--- src/sv/sorted_set_union_merge_assert.svh ---
// Assertion macros for the sorted set union merge block, used by its top file.
// Each macro expects clk_i and rst_ni in scope.
`ifndef SORTED_SET_UNION_MERGE_ASSERT_SVH
`define SORTED_SET_UNION_MERGE_ASSERT_SVH

// The property holds at every rising clock edge outside reset.
`define SSUM_ASSERT(lbl, prop, msg) \
  lbl: assert property (@(posedge clk_i) disable iff (!rst_ni) (prop)) else $error(msg);

// The consequent holds in the cycle after the antecedent.
`define SSUM_ASSERT_NEXT(lbl, ante, cons, msg) \
  lbl: assert property (@(posedge clk_i) disable iff (!rst_ni) (ante) |=> (cons)) \
    else $error(msg);

`endif

--- src/sv/ssum_pkg.sv ---
`default_nettype none

package ssum_pkg;

  localparam int LIST_DEPTH = 32;
  localparam int VALUE_BITS = 31;
  localparam int POS_W      = 6;
  localparam int CNT_W      = $clog2(LIST_DEPTH + 1);
  localparam int PTR_W      = (LIST_DEPTH > 1) ? $clog2(LIST_DEPTH) : 1;

  localparam logic [1:0] CMD_LOAD_FIRST  = 2'd0;
  localparam logic [1:0] CMD_LOAD_SECOND = 2'd1;
  localparam logic [1:0] CMD_START       = 2'd2;

  typedef struct packed {
    logic [1:0]            cmd;
    logic [VALUE_BITS-1:0] element;
  } ssum_in_t;

  typedef struct packed {
    logic [VALUE_BITS-1:0] merged_value;
    logic [POS_W-1:0]      position;
    logic                  last;
    logic                  empty_res;
    logic                  overflowed;
  } ssum_out_t;

  typedef struct packed {
    logic load_a;
    logic load_b;
    logic start;
    logic step;
  } ssum_cmd_t;

  typedef struct packed {
    logic both_empty;
    logic last_elem;
    logic out_ready;
  } ssum_status_t;

endpackage

`default_nettype wire

--- src/sv/ssum_ctrl.sv ---
`default_nettype none

module ssum_ctrl import ssum_pkg::*; (
  input  logic         clk_i,
  input  logic         rst_ni,
  input  logic         in_valid_i,
  input  logic [1:0]   in_cmd_i,
  output logic         in_stall_o,
  input  ssum_status_t status_i,
  output ssum_cmd_t    cmd_o
);

  typedef enum logic [2:0] {
    ST_IDLE  = 3'b001,
    ST_FETCH = 3'b010,
    ST_EMIT  = 3'b100
  } state_e;

  state_e state_q, state_d;
  logic   accept;

  always_comb begin
    in_stall_o = 1'b1;
    if (state_q == ST_IDLE) begin
      in_stall_o = (in_cmd_i == CMD_START) && !status_i.out_ready;
    end
  end

  assign accept = in_valid_i && !in_stall_o;

  always_comb begin
    state_d = state_q;
    cmd_o   = '0;
    unique case (state_q)
      ST_IDLE: begin
        if (accept) begin
          unique case (in_cmd_i)
            CMD_LOAD_FIRST:  cmd_o.load_a = 1'b1;
            CMD_LOAD_SECOND: cmd_o.load_b = 1'b1;
            CMD_START: begin
              cmd_o.start = 1'b1;
              if (!status_i.both_empty) begin
                state_d = ST_EMIT;
              end
            end
            default: ;
          endcase
        end
      end
      ST_FETCH: state_d = ST_EMIT;
      ST_EMIT: begin
        if (status_i.out_ready) begin
          cmd_o.step = 1'b1;
          state_d    = status_i.last_elem ? ST_IDLE : ST_FETCH;
        end
      end
      default: state_d = ST_IDLE;
    endcase
  end

  always_ff @(posedge clk_i or negedge rst_ni) begin
    if (!rst_ni) begin
      state_q <= ST_IDLE;
    end else begin
      state_q <= state_d;
    end
  end

endmodule

`default_nettype wire

--- src/sv/ssum_datapath.sv ---
`default_nettype none

module ssum_datapath import ssum_pkg::*; (
  input  logic                  clk_i,
  input  logic                  rst_ni,
  input  ssum_cmd_t             cmd_i,
  input  logic [VALUE_BITS-1:0] element_i,
  input  logic                  out_stall_i,
  output ssum_status_t          status_o,
  output logic                  out_valid_o,
  output ssum_out_t             out_o
);

  logic [VALUE_BITS-1:0] mem_a [LIST_DEPTH];
  logic [VALUE_BITS-1:0] mem_b [LIST_DEPTH];
  logic [VALUE_BITS-1:0] rd_a_q, rd_b_q;

  logic [CNT_W-1:0] cnt_a_q, cnt_a_d, cnt_b_q, cnt_b_d;
  logic [CNT_W-1:0] ptr_a_q, ptr_a_d, ptr_b_q, ptr_b_d;
  logic [CNT_W-1:0] ptr_a_nxt, ptr_b_nxt;
  logic [POS_W-1:0] pos_q, pos_d;
  logic             drop_q, drop_d;
  logic             ovf_q, ovf_d;
  logic             out_valid_q, out_valid_d;
  ssum_out_t        out_q, out_d;

  logic full_a, full_b, avail_a, avail_b, take_a, take_b, last_elem, out_ready;

  assign full_a  = (cnt_a_q == CNT_W'(LIST_DEPTH));
  assign full_b  = (cnt_b_q == CNT_W'(LIST_DEPTH));
  assign avail_a = (ptr_a_q < cnt_a_q);
  assign avail_b = (ptr_b_q < cnt_b_q);
  assign take_a  = avail_a && (!avail_b || (rd_a_q <= rd_b_q));
  assign take_b  = avail_b && (!avail_a || (rd_b_q <= rd_a_q));

  assign ptr_a_nxt = ptr_a_q + CNT_W'(take_a);
  assign ptr_b_nxt = ptr_b_q + CNT_W'(take_b);
  assign last_elem = (ptr_a_nxt >= cnt_a_q) && (ptr_b_nxt >= cnt_b_q);
  assign out_ready = !out_valid_q || !out_stall_i;

  assign status_o.both_empty = (cnt_a_q == '0) && (cnt_b_q == '0);
  assign status_o.last_elem  = last_elem;
  assign status_o.out_ready  = out_ready;

  always_ff @(posedge clk_i) begin
    if (cmd_i.load_a && !full_a) begin
      mem_a[cnt_a_q[PTR_W-1:0]] <= element_i;
    end
    if (cmd_i.load_b && !full_b) begin
      mem_b[cnt_b_q[PTR_W-1:0]] <= element_i;
    end
    rd_a_q <= mem_a[ptr_a_q[PTR_W-1:0]];
    rd_b_q <= mem_b[ptr_b_q[PTR_W-1:0]];
  end

  always_comb begin
    cnt_a_d     = cnt_a_q;
    cnt_b_d     = cnt_b_q;
    ptr_a_d     = ptr_a_q;
    ptr_b_d     = ptr_b_q;
    pos_d       = pos_q;
    drop_d      = drop_q;
    ovf_d       = ovf_q;
    out_valid_d = out_valid_q && out_stall_i;
    out_d       = out_q;

    if (cmd_i.load_a) begin
      if (full_a) begin
        drop_d = 1'b1;
      end else begin
        cnt_a_d = cnt_a_q + CNT_W'(1);
      end
    end
    if (cmd_i.load_b) begin
      if (full_b) begin
        drop_d = 1'b1;
      end else begin
        cnt_b_d = cnt_b_q + CNT_W'(1);
      end
    end

    if (cmd_i.start) begin
      ovf_d  = drop_q;
      drop_d = 1'b0;
      pos_d  = '0;
      if (status_o.both_empty) begin
        out_valid_d        = 1'b1;
        out_d.merged_value = '0;
        out_d.position     = '0;
        out_d.last         = 1'b0;
        out_d.empty_res    = 1'b1;
        out_d.overflowed   = drop_q;
      end
    end

    if (cmd_i.step) begin
      out_valid_d        = 1'b1;
      out_d.merged_value = take_a ? rd_a_q : rd_b_q;
      out_d.position     = pos_q;
      out_d.last         = last_elem;
      out_d.empty_res    = 1'b0;
      out_d.overflowed   = ovf_q;
      pos_d              = pos_q + POS_W'(1);
      if (last_elem) begin
        cnt_a_d = '0;
        cnt_b_d = '0;
        ptr_a_d = '0;
        ptr_b_d = '0;
      end else begin
        ptr_a_d = ptr_a_nxt;
        ptr_b_d = ptr_b_nxt;
      end
    end
  end

  always_ff @(posedge clk_i or negedge rst_ni) begin
    if (!rst_ni) begin
      cnt_a_q     <= '0;
      cnt_b_q     <= '0;
      ptr_a_q     <= '0;
      ptr_b_q     <= '0;
      pos_q       <= '0;
      drop_q      <= 1'b0;
      ovf_q       <= 1'b0;
      out_valid_q <= 1'b0;
    end else begin
      cnt_a_q     <= cnt_a_d;
      cnt_b_q     <= cnt_b_d;
      ptr_a_q     <= ptr_a_d;
      ptr_b_q     <= ptr_b_d;
      pos_q       <= pos_d;
      drop_q      <= drop_d;
      ovf_q       <= ovf_d;
      out_valid_q <= out_valid_d;
    end
  end

  always_ff @(posedge clk_i) begin
    out_q <= out_d;
  end

  assign out_valid_o = out_valid_q;
  assign out_o       = out_q;

endmodule

`default_nettype wire

--- src/sv/sorted_set_union_merge.sv ---
// Sorted set union merge.
// The input channel (in_valid_i, in_stall_o, in_i) carries one transaction per
// command: load an element into the first or the second list, or start a merge.
// Each list holds up to 32 elements; a load into a full list is dropped and
// sets the overflow flag, which is reported on every result of the next merge.
// A start sends the ascending union out on the output channel (out_valid_o,
// out_stall_i, out_o), one transaction per element with its position and a last
// mark, or a single result marked empty when both lists are empty.
// A merge alternates between the emit and fetch states, as the list memories
// are read through a register, and the input is stalled until the
// final element has been placed in the output register. A start leads straight to
// the emit state; an empty merge is answered in the cycle after the start.
// The result register lets loads proceed while the last result waits; a start
// is stalled while an earlier result is still held by the receiver.
// When the receiver stalls, the result holds and the merge waits for it.
// Reset empties both lists and clears the overflow flag.
`default_nettype none

`include "sorted_set_union_merge_assert.svh"

module sorted_set_union_merge import ssum_pkg::*; (
  input  logic      clk_i,
  input  logic      rst_ni,
  input  logic      in_valid_i,
  output logic      in_stall_o,
  input  ssum_in_t  in_i,
  output logic      out_valid_o,
  input  logic      out_stall_i,
  output ssum_out_t out_o
);

  ssum_cmd_t    dp_cmd;
  ssum_status_t dp_status;

  ssum_ctrl u_ctrl (
    .clk_i      (clk_i),
    .rst_ni     (rst_ni),
    .in_valid_i (in_valid_i),
    .in_cmd_i   (in_i.cmd),
    .in_stall_o (in_stall_o),
    .status_i   (dp_status),
    .cmd_o      (dp_cmd)
  );

  ssum_datapath u_datapath (
    .clk_i       (clk_i),
    .rst_ni      (rst_ni),
    .cmd_i       (dp_cmd),
    .element_i   (in_i.element),
    .out_stall_i (out_stall_i),
    .status_o    (dp_status),
    .out_valid_o (out_valid_o),
    .out_o       (out_o)
  );

  `SSUM_ASSERT(a_step_stalls_input, !dp_cmd.step || in_stall_o, "merge step while input open")
  `SSUM_ASSERT_NEXT(a_step_gives_result, dp_cmd.step, out_valid_o, "merge step lost result")
  `SSUM_ASSERT(a_empty_result_shape,
               !(out_valid_o && out_o.empty_res) || (out_o.position == '0 && !out_o.last),
               "empty result with element fields")

endmodule

`default_nettype wire
--- config.mk ---
export PLATFORM = sky130hd
export DESIGN_NAME = sorted_set_union_merge
export DESIGN_NICKNAME = d
export VERILOG_FILES = /design/src/sv/ssum_pkg.sv /design/src/sv/ssum_ctrl.sv /design/src/sv/ssum_datapath.sv /design/src/sv/sorted_set_union_merge.sv
export VERILOG_INCLUDE_DIRS = /design/src /design/src/sv
export SDC_FILE = /design/constraint.sdc
export NUM_CORES = 2
export LEC_CHECK = 0
export ABC_AREA = 1
export BUFFER_PORTS_ARGS = -buffer_cell sky130_fd_sc_hd__buf_4
export CORE_MARGIN = 8
export CORE_UTILIZATION = 40
export CTS_CLUSTER_DIAMETER = 30
export DETAILED_ROUTE_END_ITERATION = 10
export GPL_ROUTABILITY_DRIVEN = 0
export PLACE_DENSITY = 0.55
export RECOVER_POWER = 50
export SLEW_MARGIN = 40
export SYNTH_ARGS = -nofsm -noshare
export SYNTH_HDL_FRONTEND = slang
export SYNTH_SLANG_ARGS = --single-unit
--- constraint.sdc ---
create_clock -name clk_i -period 4.25 [get_ports clk_i]
set_input_delay 0.425 -clock clk_i [delete_from_list [all_inputs] [get_ports clk_i]]
set_output_delay 0.425 -clock clk_i [all_outputs]
set_load 0.02 [all_outputs]
* Word-level counts from Yosys, hierarchy flattened
Memory sizes are Yosys's and may differ from the RTL's. A register that Yosys moved wholly into a read port is not among the register bits.
Index checks and enable logic that the tools add are counted.
** Word-level totals
- Bits in registers :: 76
- Memory bits (writable) :: 1984
- Bits of input ports :: 37
- Output and inout bits :: 42
- Logic and storage cells :: 108
- Memories kept :: 2
** Memories
- u_datapath.mem_a :: words 32, bits a word 31, read ports 1, clocked after Yosys merged registers in 1, wr ports 1, RTL line ssum_datapath.sv:14 : logic [VALUE_BITS-1:0] mem_a [LIST_DEPTH];
- u_datapath.mem_b :: words 32, bits a word 31, read ports 1, clocked after Yosys merged registers in 1, wr ports 1, RTL line ssum_datapath.sv:15 : logic [VALUE_BITS-1:0] mem_b [LIST_DEPTH];
** Cells by class
- Add/sub/neg operators :: 5
- $lt $le $gt $ge :: 6
- Eq/ne operators :: 11
- Muxes and demuxes :: 42
- Reduce and logical (&&, ||, !) cells :: 28
** Operator list (number)
- $mux 40 :: 3
- $mux 6 :: 12
- $le 31x31->1 :: 2
- $mux 31 :: 1
- $add 6x1->6 const B :: 3
- $mux 1 :: 18
- $mux 3 :: 6
- $add 6x1->6 :: 2
- $eq 6x6->1 const B :: 2
- $ge 6x6->1 :: 2
- $logic_not 6->1 :: 2
- $lt 6x6->1 :: 2
- $logic_and 1x1->1 :: 9
- $pmux 3 s3 :: 1
- $logic_not 1->1 :: 8
- $ne 2x1->1 const B :: 2
- $ne 2x2->1 const B :: 2
- $reduce_and 2->1 :: 2
- $reduce_and 4->1 :: 1
- $reduce_bool 2->1 :: 2
- $eq 3x1->1 const B :: 1
- $eq 3x2->1 const B :: 1
- $eq 3x3->1 const B :: 1
- $logic_or 1x1->1 :: 3
- 4 further kinds :: 4

* Depth between registers and ports, before layout
- Depth after elaboration :: 13
- Gate-level depth with buffers :: 29
- Mapped depth without buffers :: 28

* By module
A second synthesis with hierarchy kept.
** Second synthesis, totals
- Cells, all modules :: 6382
- Area total of the unflattened synthesis :: 84060.6 µm²
** By module, submodules not included
- ssum_datapath :: instances 1, cells each 6345, area an instance 83782.9 µm²
- ssum_ctrl :: instances 1, cells each 37, area an instance 277.8 µm²

* Worst setup path before layout
No wires, ideal clock.
- Path type :: register to register
- Start :: register u_ctrl.state_q[0]
- End :: memory u_datapath.mem_b[19][0], enable pin
- Arrival :: 4216 ps
- Slack :: -463 ps
- Stages on the path, launching flop included :: 9
- Buffers on the path :: 0
- Period minus slack after synthesis :: 4713 ps
- Path through :: dfstp_2 > inv_1 > nor3_4 > nand3_1 > inv_2 > nand3_1 > inv_2 > nand3_2 > nor4_1
** Between the ends
- Longest elaborated chain between the ends :: 9
** Ends and longest elaborated chain
- from (decl) :: RTL line ssum_ctrl.sv:19 : state_e state_q, state_d;
- from (signal assigned) :: RTL line ssum_ctrl.sv:65 : state_q <= state_d;
- $eq 3x1->1 * :: RTL line ssum_ctrl.sv:24, ssum_ctrl.sv:34
- $mux 1 :: RTL line ssum_ctrl.sv:24 : if (state_q == ST_IDLE) begin
- $logic_not 1->1 :: RTL line ssum_ctrl.sv:29 : assign accept = in_valid_i && !in_stall_o;
- $logic_and 1x1->1 :: RTL line ssum_ctrl.sv:29
- $mux 3 :: RTL line ssum_ctrl.sv:36 : if (accept) begin
- $mux 3 * :: RTL line ssum_ctrl.sv:34 : unique case (state_q)
- $logic_and 1x1->1 * :: RTL line ssum_datapath.sv:49 : if (cmd_i.load_b && !full_b) begin
- $mux 1 * :: RTL line ssum_datapath.sv:49
- $mux 1 (not written as such) * :: RTL line ssum_datapath.sv:50 : mem_b[cnt_b_q[PTR_W-1:0]] <= element_i;
- to (decl) :: RTL line ssum_datapath.sv:15
Every way passes the cells marked *; elsewhere a longest branch is shown, timed or not.

* Worst setup path in the final report
- Start :: register u_ctrl.state_q[0]
- End :: memory u_datapath.mem_a[15][5], enable pin
** Between the ends
- Longest elaborated chain between the ends :: 9
** Ends and longest elaborated chain
- $eq 3x1->1 * :: RTL line ssum_ctrl.sv:24, ssum_ctrl.sv:34
- $mux 1 :: RTL line ssum_ctrl.sv:24
- $logic_not 1->1 :: RTL line ssum_ctrl.sv:29
- $logic_and 1x1->1 :: RTL line ssum_ctrl.sv:29
- $mux 3 :: RTL line ssum_ctrl.sv:36
- $mux 3 * :: RTL line ssum_ctrl.sv:34
- $logic_and 1x1->1 * :: RTL line ssum_datapath.sv:46 : if (cmd_i.load_a && !full_a) begin
- $mux 1 * :: RTL line ssum_datapath.sv:46
- $mux 1 (not written as such) * :: RTL line ssum_datapath.sv:47 : mem_a[cnt_a_q[PTR_W-1:0]] <= element_i;
- to (decl) :: RTL line ssum_datapath.sv:14
Marks and branches as above.

==> summary.txt <==
Routing
  – Initial DRC count: 6060
  – Wirelength per Cell: 26.22 um
  – DR top layer: met5
  – # DRC: 0
  – Router iterations before antenna repair: 5
  – Via density per instance: 5.616
  – Met2 WL: 114600 um
  – Met3 wire length: 22400 um
  – ANT nets after route: 0
  – DRT Wirelength: 258400 um
  – Via count: 55340
  – Metal-1 WL: 111700 um

Timing
  – Slew headroom: -175.6%
  – Max Slew Vio Count: 2074
  – Setup TNS: 0 ns
  – Fin. Hold Viols: 0
  – RSZ-0062 raised after global routing: false
  – Clock skew: 0.04244 ns
  – Fmax: 0.2523 GHz
  – Final Cycle Share: 93.27%
  – Final WS setup: 0.2862 ns
  – Worst-margin pin slew: 4.133 ns
  – Hold slack: 0.08415 ns
  – Crit path time final: 3.964 ns
  – Setup-failing EPs final: 0

Outcome
  – Outcome: finished, violations left
  – Failing checks: capacitance limit, slew limit

Synth
  – Yosys top cell area share: 72.21%
  – Post-synth EDFFs: 2023
  – Count leader, synth: edfxtp_1
  – Syn Nets: 6421
  – Synth Area per Inst: 13.32 um^2
  – Register area share after synthesis: 74.78%
  – Distinct cells, synth: 44
  – Gate Count Post-Synth: 6318
  – Number of synthesized register bits: 2122
  – Post-Syn Area: 0.08412 mm^2
  – Ys Warns: 0
  – Dominant cells by area after synthesis: edfxtp_1, o21ai_0, nor2_1
  – Async SR Flop Fraction: 1.697%
  – Most frequent cells after synthesis: edfxtp_1, nor2_1, o21ai_0, nand2_1, a21oi_1
  – Cell taking the most area after synthesis: edfxtp_1
  – Main synth FF type: edfxtp_1

Power and ir drop
  – Total power: 79.54 mW
  – Worst VDD drop: 0.5485 mV
  – Pleak: 36.02 nW
  – Pwr/cell area: 763.1 mW/mm^2

Die
  – Die height: 474.6 um
  – Row cnt: 168
  – Initial Util: 40.18%
  – Ports: 79
  – Core ar.: 0.2094 mm^2
  – Die width: 474.6 um
  – Die area: 0.2252 mm^2

Clock tree
  – Clock latency at the later pin of the worst-skew pair: 0.95 ns
  – TritonCTS clock tree: done
  – Clk Tree Root Cell: clkbuf_16
  – Clk buf depth: 4
  – CTS Buf Count: 452
  – CTS H-tree lvls: 5
  – Clock sinks: 2122
  – Clock-pin slew on the worst setup and hold paths: 0.05 ns
  – Number of post-CTS setup repair buffers: 0

Final layout
  – Final instance area: 0.1042 mm^2
  – Share of layout cells above drive strength 1: 13.95%
  – Final #Nets: 6778
  – Syn-to-layout area delta: 23.90%
  – Layout Utilization: 49.79%
  – Finished Layout Cells: 9855

Setup path
  – Slowest stage delay, CP: 1.43 ns
  – Crit. End Element: flop
  – Crit Path Class: flop to flop
  – Highest fanout seen on the critical path: 19
  – CP required: 4.88 ns
  – Critical path startpoint category: flop
  – Crit-path cells: inv_1 -> nor3_1 -> nand3_1 -> inv_1 -> nand2_1 -> nor2_1 -> nand2_1 -> nor2_1 -> buf_12
  – Critical path buffers and inverters: 3
  – Delay-heaviest family, CP: simple AND/OR/NAND/NOR gates
  – Arrival time worst endpoint: 4.60 ns
  – Worst-path cell with the longest stage delay: nor2_1

Place
  – HPWL Detailed: 135200 um
  – Pre-CTS WS: 0.4727 ns
  – Dpl cell area: 0.08907 mm^2
  – Placed Cells: 8987
  – Number of port buffers: 78

Global routing
  – Largest net degree at the start of global routing: 188
  – First-pass GRT wire length: 370400 um
  – Initial antenna violation count: 14
  – Gr usage total: 22.19%
  – Grt total ovfl: 0
  – Vias in the first global route: 53510

Hold path
  – Hold Path Class: primary input to flop

Job
  – # Max-Cap Violations: 42
==> sequential cells by signal (all words and copies together), names as in the netlist, 3 cells and up <==
signal	count
u_datapath.mem_a	992
u_datapath.cnt_b_q	6
u_datapath.rd_b_q	31
u_datapath.ptr_b_q	6
u_ctrl.state_q	3
u_datapath.pos_q	6
u_datapath.rd_a_q	31
u_datapath.mem_b	992
u_datapath.cnt_a_q	6
u_datapath.ptr_a_q	6
u_datapath.out_o	40
==> final timing paths <==
check,startpoint,to,slack [ns],cells past startpoint
min in group asynchronous,rst_ni,u_ctrl.state_q[0],0.80,3
max in group asynchronous,rst_ni,u_datapath.ptr_b_q[1],0.89,4
hold reg to reg,u_datapath.pos_q[3],u_datapath.pos_q[4],0.46,1
setup reg to reg,u_ctrl.state_q[0],u_datapath.mem_a[15][5],0.29,9
hold / removal,in_i[32],u_datapath.cnt_a_q[2],0.08,5
setup / recovery,u_ctrl.state_q[0],u_datapath.mem_a[15][5],0.29,9
==> worst reg2reg max path, delay by kind of cell, from the launching register on <==
family | cells | cell delay (ns)
DFF | 1 | 0.52
and+or+nand+nor | 6 | 2.62
buffers and inverters | 3 | 0.49
==> metal layers <==
| metal | global-route usage, % | up-vias |
|---|---|---|
| met5 | 0 | - |
| met4 | 8.351 | 4 |
| met3 | 4.441 | 462 |
| met2 | 33.60 | 2527 |
| met1 | 31.76 | 27980 |
| li1 | - | 24370 |
==> cell type report <==
type	count	area, um^2
antenna	10	25.02
multi-input combinational	3610	19080
inverter	169	665.6
tap	2805	3510
clock inverter	290	3362
fill	17870	105100
sequential	2122	62940
clock buffer	529	11780
timing repair buffer	320	2877
==> what timing repair did <==
item,in CTS,in global routing
hold endpoints to repair,157,438
gates resized for setup,0,1
hold buffers,11,18
endpoints found under the setup margin,0,1
==> layout by cell type, fill, tap and decap left out, types with 3 or more instances in the layout <==
master	count
a21oi_1	276
buf_12	54
buf_4	141
buf_6	6
bufinv_16	70
clkbuf_1	156
clkbuf_16	459
clkbuf_8	3
clkinv_1	64
clkinv_2	93
clkinv_4	15
clkinvlp_4	34
dfrtp_1	26
dfrtp_2	3
dfrtp_4	6
dfxtp_1	63
diode_2	10
dlygate4sd3_1	28
edfxtp_1	2023
ha_1	66
inv_1	156
inv_2	5
inv_6	15
mux2i_1	124
nand2_1	643
nand2_2	4
nand3_1	222
nand4_1	7
nor2_1	828
nor2_4	60
nor3_1	3
o211ai_1	64
o21a_1	26
o21ai_0	786
o21ai_1	83
o221ai_1	190
o22ai_1	169
o31ai_1	31
xor2_1	12
==> kinds of logic (layout without fill, tap and decap cells) <==
family | after synthesis | in the layout | share of synthesized area (%)
XOR/XNOR | 13 | 13 | 0.1353
other | 0 | 10 | 0
AO/OA/AOI/OAI | 1634 | 1634 | 11.22
AND/OR/NAND/NOR | 1773 | 1773 | 8.314
flip-flops | 2122 | 2122 | 74.78
multiplexers | 124 | 124 | 1.475
buffers and inverters | 586 | 1308 | 3.091
adder cells (fa/ha/maj) | 66 | 66 | 0.9816
==> power breakdown <==
part           total [mW]  switching (mW)  internal, mW
clock                34.6            10.8          23.8
combinational        20.7            14.9          5.79
sequential           24.2           0.415          23.8
total                79.5            26.2          53.4
No activity file was read; power rests on OpenSTA's default activity.
